===== config.mk =====
export PLATFORM = sky130hd
export DESIGN_NAME = zxz_mul
export DESIGN_NICKNAME = d
export VERILOG_FILES = /design/src/rtl/core/zxz_pkg.sv /design/src/rtl/core/zxz_mul.sv
export SDC_FILE = /design/constraint.sdc
export NUM_CORES = 2
export LEC_CHECK = 0
export CAP_MARGIN = 40
export CORE_MARGIN = 2
export CORE_UTILIZATION = 55
export DETAILED_ROUTE_END_ITERATION = 8
export DONT_BUFFER_PORTS = 1
export PLACE_DENSITY = 0.68
export SLEW_MARGIN = 30
export SYNTH_ARGS = -nofsm -noshare
export SYNTH_HDL_FRONTEND = slang
export SYNTH_SLANG_ARGS = --single-unit

===== constraint.sdc =====
create_clock -name clk -period 18.5 [get_ports clk]
set_clock_uncertainty 0.15 [all_clocks]
set_input_delay 3.7 -clock clk [delete_from_list [all_inputs] [get_ports clk]]
set_output_delay 3.7 -clock clk [all_outputs]
set_load 0.02 [all_outputs]

===== src/rtl/core/zxz_pkg.sv =====
// Shared types, constants and the arctangent table of the ZXZ rotation-matrix block.
package zxz_pkg;

	localparam int CordicSteps = 30;
	localparam int DataW       = 34;
	localparam logic signed [DataW-1:0] CordicX0 = 34'sd652032874;
	localparam logic signed [DataW-1:0] OneQ30   = 34'sd1073741824;

	typedef logic signed [DataW-1:0] q30_t;

	typedef enum logic [1:0] {
		QUAD_0 = 2'd0,
		QUAD_1 = 2'd1,
		QUAD_2 = 2'd2,
		QUAD_3 = 2'd3
	} quad_t;

	function automatic q30_t atan_turn(input int i);
		q30_t r;
		unique case (i)
			0: r = 34'sd536870912;
			1: r = 34'sd316933406;
			2: r = 34'sd167458907;
			3: r = 34'sd85004756;
			4: r = 34'sd42667331;
			5: r = 34'sd21354465;
			6: r = 34'sd10679838;
			7: r = 34'sd5340245;
			8: r = 34'sd2670163;
			9: r = 34'sd1335087;
			10: r = 34'sd667544;
			11: r = 34'sd333772;
			12: r = 34'sd166886;
			13: r = 34'sd83443;
			14: r = 34'sd41722;
			15: r = 34'sd20861;
			16: r = 34'sd10430;
			17: r = 34'sd5215;
			18: r = 34'sd2608;
			19: r = 34'sd1304;
			20: r = 34'sd652;
			21: r = 34'sd326;
			22: r = 34'sd163;
			23: r = 34'sd81;
			24: r = 34'sd41;
			25: r = 34'sd20;
			26: r = 34'sd10;
			27: r = 34'sd5;
			28: r = 34'sd3;
			29: r = 34'sd1;
			default: r = '0;
		endcase
		return r;
	endfunction

	function automatic q30_t clamp_q30(input q30_t v);
		q30_t r;
		if (v > OneQ30)
			r = OneQ30;
		else if (v < -OneQ30)
			r = -OneQ30;
		else
			r = v;
		return r;
	endfunction

endpackage


===== src/rtl/core/zxz_mul.sv =====
// Registered signed 34-bit Q3.30 product rounded to nearest.
module zxz_mul import zxz_pkg::*; (
	input  logic clk,
	input  logic en,
	input  q30_t a,
	input  q30_t b,
	output q30_t p_q
);

	logic signed [2*DataW-1:0] prod;

	assign prod = (a * b) + (68'sd1 <<< 29);

	always_ff @(posedge clk) begin
		if (en)
			p_q <= q30_t'(prod >>> 30);
	end

endmodule

After elaboration in Yosys (flattened, before gate mapping)
Index checks and enable logic that the tools add are counted.
{"block": "totals", "regBits": 34, "in_bits": 70, "word_cells": 3}
{"block": "op_classes", "addsub": 1, "n_mul": 1}
{"cell": "$add A64 B31 Y64 const B", "n": 1}
{"cell": "$mul A34 B34 Y64", "n": 1}

Depth between registers and ports, before layout
{"block": "depth", "depth_word": 2, "ltp_mapped": 31, "ltp_nobuf": 29}

Least setup slack after synthesis
Ideal clock, no wire load.
{"block": "synth_timing", "kind": "input to register", "start": "input port a[33]", "end": "register p_q[33], data pin", "setup_time_ps": 138, "arrival_ps": 10691, "required_ps": 18212, "setup_slack_ps": 7521, "cell_stages": 22, "cell_sequence": "buf_1 > nand2_1 > inv_1 > fa_1 > fa_1 > fa_1 > inv_1 > fa_1 > inv_1 > fa_1 > fa_1 > fa_1 > fa_1 > ha_1 > a21o_1 > a21o_1 > a21oi_1 > inv_1 > a31oi_1 > o21ai_2 > or4_1 > nand4_1"}
{"block": "synth_via", "elab_chain_len": 2}
{"element": "from (decl)", "line": "zxz_mul.sv:5", "text": "input q30_t a,"}
{"element": "$mul A34 B34 Y64", "line": "zxz_mul.sv:12", "text": "assign prod = (a * b) + (68'sd1 <<< 29);"}
{"element": "$add A64 B31 Y64", "line": "zxz_mul.sv:12"}
{"element": "named net prod[63]", "line": "zxz_mul.sv:10", "text": "logic signed [2*DataW-1:0] prod;"}
{"element": "to (signal assigned)", "line": "zxz_mul.sv:16", "text": "p_q <= q30_t'(prod >>> 30);"}
{"element": "to (decl)", "line": "zxz_mul.sv:7", "text": "output q30_t p_q"}
The timed path passes the listed nets, and every way through them passes these cells.
A chain may end at the register's enable or synchronous reset.

Worst setup path in the final report
{"block": "layout_timing", "start": "input port b[1]", "end": "register p_q[33], data pin"}
{"block": "layout_via", "elab_chain_len": 2}
{"element": "from (decl)", "line": "zxz_mul.sv:6", "text": "input q30_t b,"}
{"element": "$mul A34 B34 Y64", "line": "zxz_mul.sv:12"}
{"element": "$add A64 B31 Y64", "line": "zxz_mul.sv:12"}
{"element": "named net prod[63]", "line": "zxz_mul.sv:10"}
The timed path passes the listed nets, and every way through them passes these cells.

==> flow_summary.ini <==
[status]
status = finished clean

[yosys]
synth_top_flop_cell = edfxtp_1
syn_area_per_cell_um2 = 9.480
syn_inst = 4245
synth_edf_count = 34
yosys-top-cells-area = fa_1 (59%), inv_1 (11%), and2_1 (9.2%), ha_1 (6.0%), nand2_1 (5.1%)
synth_top_cell_area_share_pct = 59.30
synth_cell_type_count = 55
async_reset_ff_share_pct = 0
synth_area_um2 = 40240
synth_seq_cells = 34
synth_fp_nets = 5700
yosysSeqAreaShare_pct = 2.537
yosysWarnings = 0
yosysTopAreaCell = fa_1

[sta]
period_share_pct = 61.26
finalSetupTns_ps = 0
grt_setup_unrepaired = false
worstMarginPinSlew_ps = 805.9
setup_violations = 0
timing.final.ws_setup_ps = 7167
hold_violations = 0
max_freq_mhz = 88.24
relSlewSlack_pct = 45.78
drv_slew = 0
final.min_clock_period_ps = 11330

[floorplan]
initial_utilization_pct = 55.35
die-area_um2 = 75350
core-area_um2 = 72710
core.rowCount = 99
pin_count = 104
die_y_um = 274.5
die_w_um = 274.5

[worst_setup_path]
cp_slowest_cell = fa_1
worstSetupPathType = primary input to register
end_kind = register
cp.arrival_ps = 11350
cpMostUsedCell = fa_1
path_max_fanout = 34
required_ps = 18520
worstSetupStartpointType = primary input
cp_cell_sequence = nand2_1 -> inv_1 -> fa_1 -> fa_1 -> fa_1 -> inv_1 -> fa_1 -> inv_1 -> fa_1 -> fa_1 -> fa_1 -> fa_1 -> ha_1 -> nand4_1 -> a21oi_1 -> o21ai_1 -> o211ai_2 -> a41oi_4 -> o21ai_2 -> or4_1 -> nand4_1
crit_path_max_incr_delay_ps = 1100

[cts]
cts_tree = yes
cts.sinks = 34
cts_made_buffers = 5
cts_max_path_buffers = 2
cts_resized = 0
root_buffer = clkbuf_16
clkTransAtPathRegs_ps = 60
cts_hold_buf = 0
post_cts_buffers = 0
htreeDepth = 2

[final_layout]
regMostFlops = p_q
design_area_um2 = 40820
nNetsFinal = 5495
fin_cells = 5002
reg_top3 = p_q: 34 flops
drive_gt1_share_pct = 0.6682
largest_reg_flops = 34
nFillCells = 6419
area_growth_pct = 1.430
layout_commonest_cell = fa_1
layout_common_cells = fa_1 (1,192), inv_1 (1,157), and2_1 (591), nand2_1 (551), ha_1 (193)

[global_route]
grt_max_degree = 36
gr-total-overflow = 0
grtUsageTotal_pct = 31.14
grt_pass1_wl_um = 177600
grt_pass1_vias = 30352
grt_antenna_before_repair = 1

[place]
dp_cells = 4989
gp_congestion = 0.9319
place_worst_setup_slack_ps = 6822
portBuffers = 0
dp.final_hpwl_um = 86490
place_area_um2 = 40640

[min_path]
min_path_cells = 0
min_path_type = primary input to register
min_to = p_q[25]
min_from = en

[detailed_routing]
viasPerCell = 5.494
drc = 0
wirelength_um = 108700
wl_per_cell_um = 21.73
vias = 27479
firstDrtPassIters = 6
drt_iter0_markers = 2170
antenna_left = 0

[flow_run]
drv_cap = 0
==> Yosys cell counts (2+ instances only) <==
cell      number
nand2_1      551
o31ai_1        2
and2_1       591
a21o_1        22
or4_1          2
clkbuf_1     214
nor2b_1        4
nor4_1         2
a31oi_1        5
nand4_1       19
edfxtp_1      34
a211oi_2       2
inv_1       1157
nand2b_1       8
nor3_1         8
ha_1         193
xor2_1        19
o211ai_1       2
o21ai_1        3
fa_1        1192
a21oi_1       49
o21bai_1       5
o21ai_2        2
xnor2_1       42
a211oi_1       6
nand3_1       12
o21a_1         4
a21oi_2        2
o21bai_2       2
and3_1         3
o21ai_0       24
nor2_1        41
==> through the flow <==
stage | util (%) | hold WS, ps
2_1_floorplan | - | 3663
3_3_place_gp | 55.89 | 3665
3_5_place_dp | 55.89 | 3665
4_1_cts | 56.08 | 3357
5_1_grt | 56.13 | 3359
6_report | 56.14 | 3357
==> metal layers <==
layer	vias to the layer above	share of wire, %	track usage [%]
met5	-	0	0
met4	0	1.8	5.378
met3	146	11	7.619
met2	1314	45	47.79
met1	14568	42	45.81
li1	11451	-	-
==> logic make-up (layout without fill, tap and decap cells) <==
kind of cell / count (synthesis) / after routing / share of synthesized area (%)
and+or+nand+nor: 1247 / 1247 / 15.66
other: 0 / 2 / 0
buffers and inverters: 1375 / 1171 / 12.83
AOI/OAI and AO/OA: 143 / 143 / 2.344
xor gates and xnor gates: 61 / 61 / 1.328
DFF: 34 / 34 / 2.537
adders and majority gates: 1385 / 1385 / 65.30
==> worst max-delay path, delay by kind of cell <==
family	cells	cell delay, ps
compound gates	5	750
fa+ha+maj	9	5430
buf+inv	3	650
simple gates	4	770
==> worst max path at each step <==
stage                   end   from  slack [ps]
global placement    p_q[33]   b[1]        6900
global route        p_q[33]   b[1]        6810
detailed placement  p_q[33]   b[1]        6820
finish              p_q[33]   b[1]        7170
floorplan           p_q[33]  a[33]        7520
CTS                 p_q[33]   b[1]        7140
==> layout make-up <==
cell class / instances / area [um^2] / share of cell area (%)
Antenna cell: 2 / 5.005 / 0.01226
Sequential cell: 34 / 1021 / 2.501
Timing Repair Buffer: 5 / 50.05 / 0.1226
Clock buffer: 6 / 128.9 / 0.3157
Tap cell: 959 / 1200 / 2.940
Multi-Input combinational cell: 2836 / 34060 / 83.44
Clock inverter: 2 / 8.758 / 0.02146
Inverter: 1158 / 4347 / 10.65
Power is not shown: default switching activity piles up to over one toggle a cycle in this logic, so the estimate is an artifact.
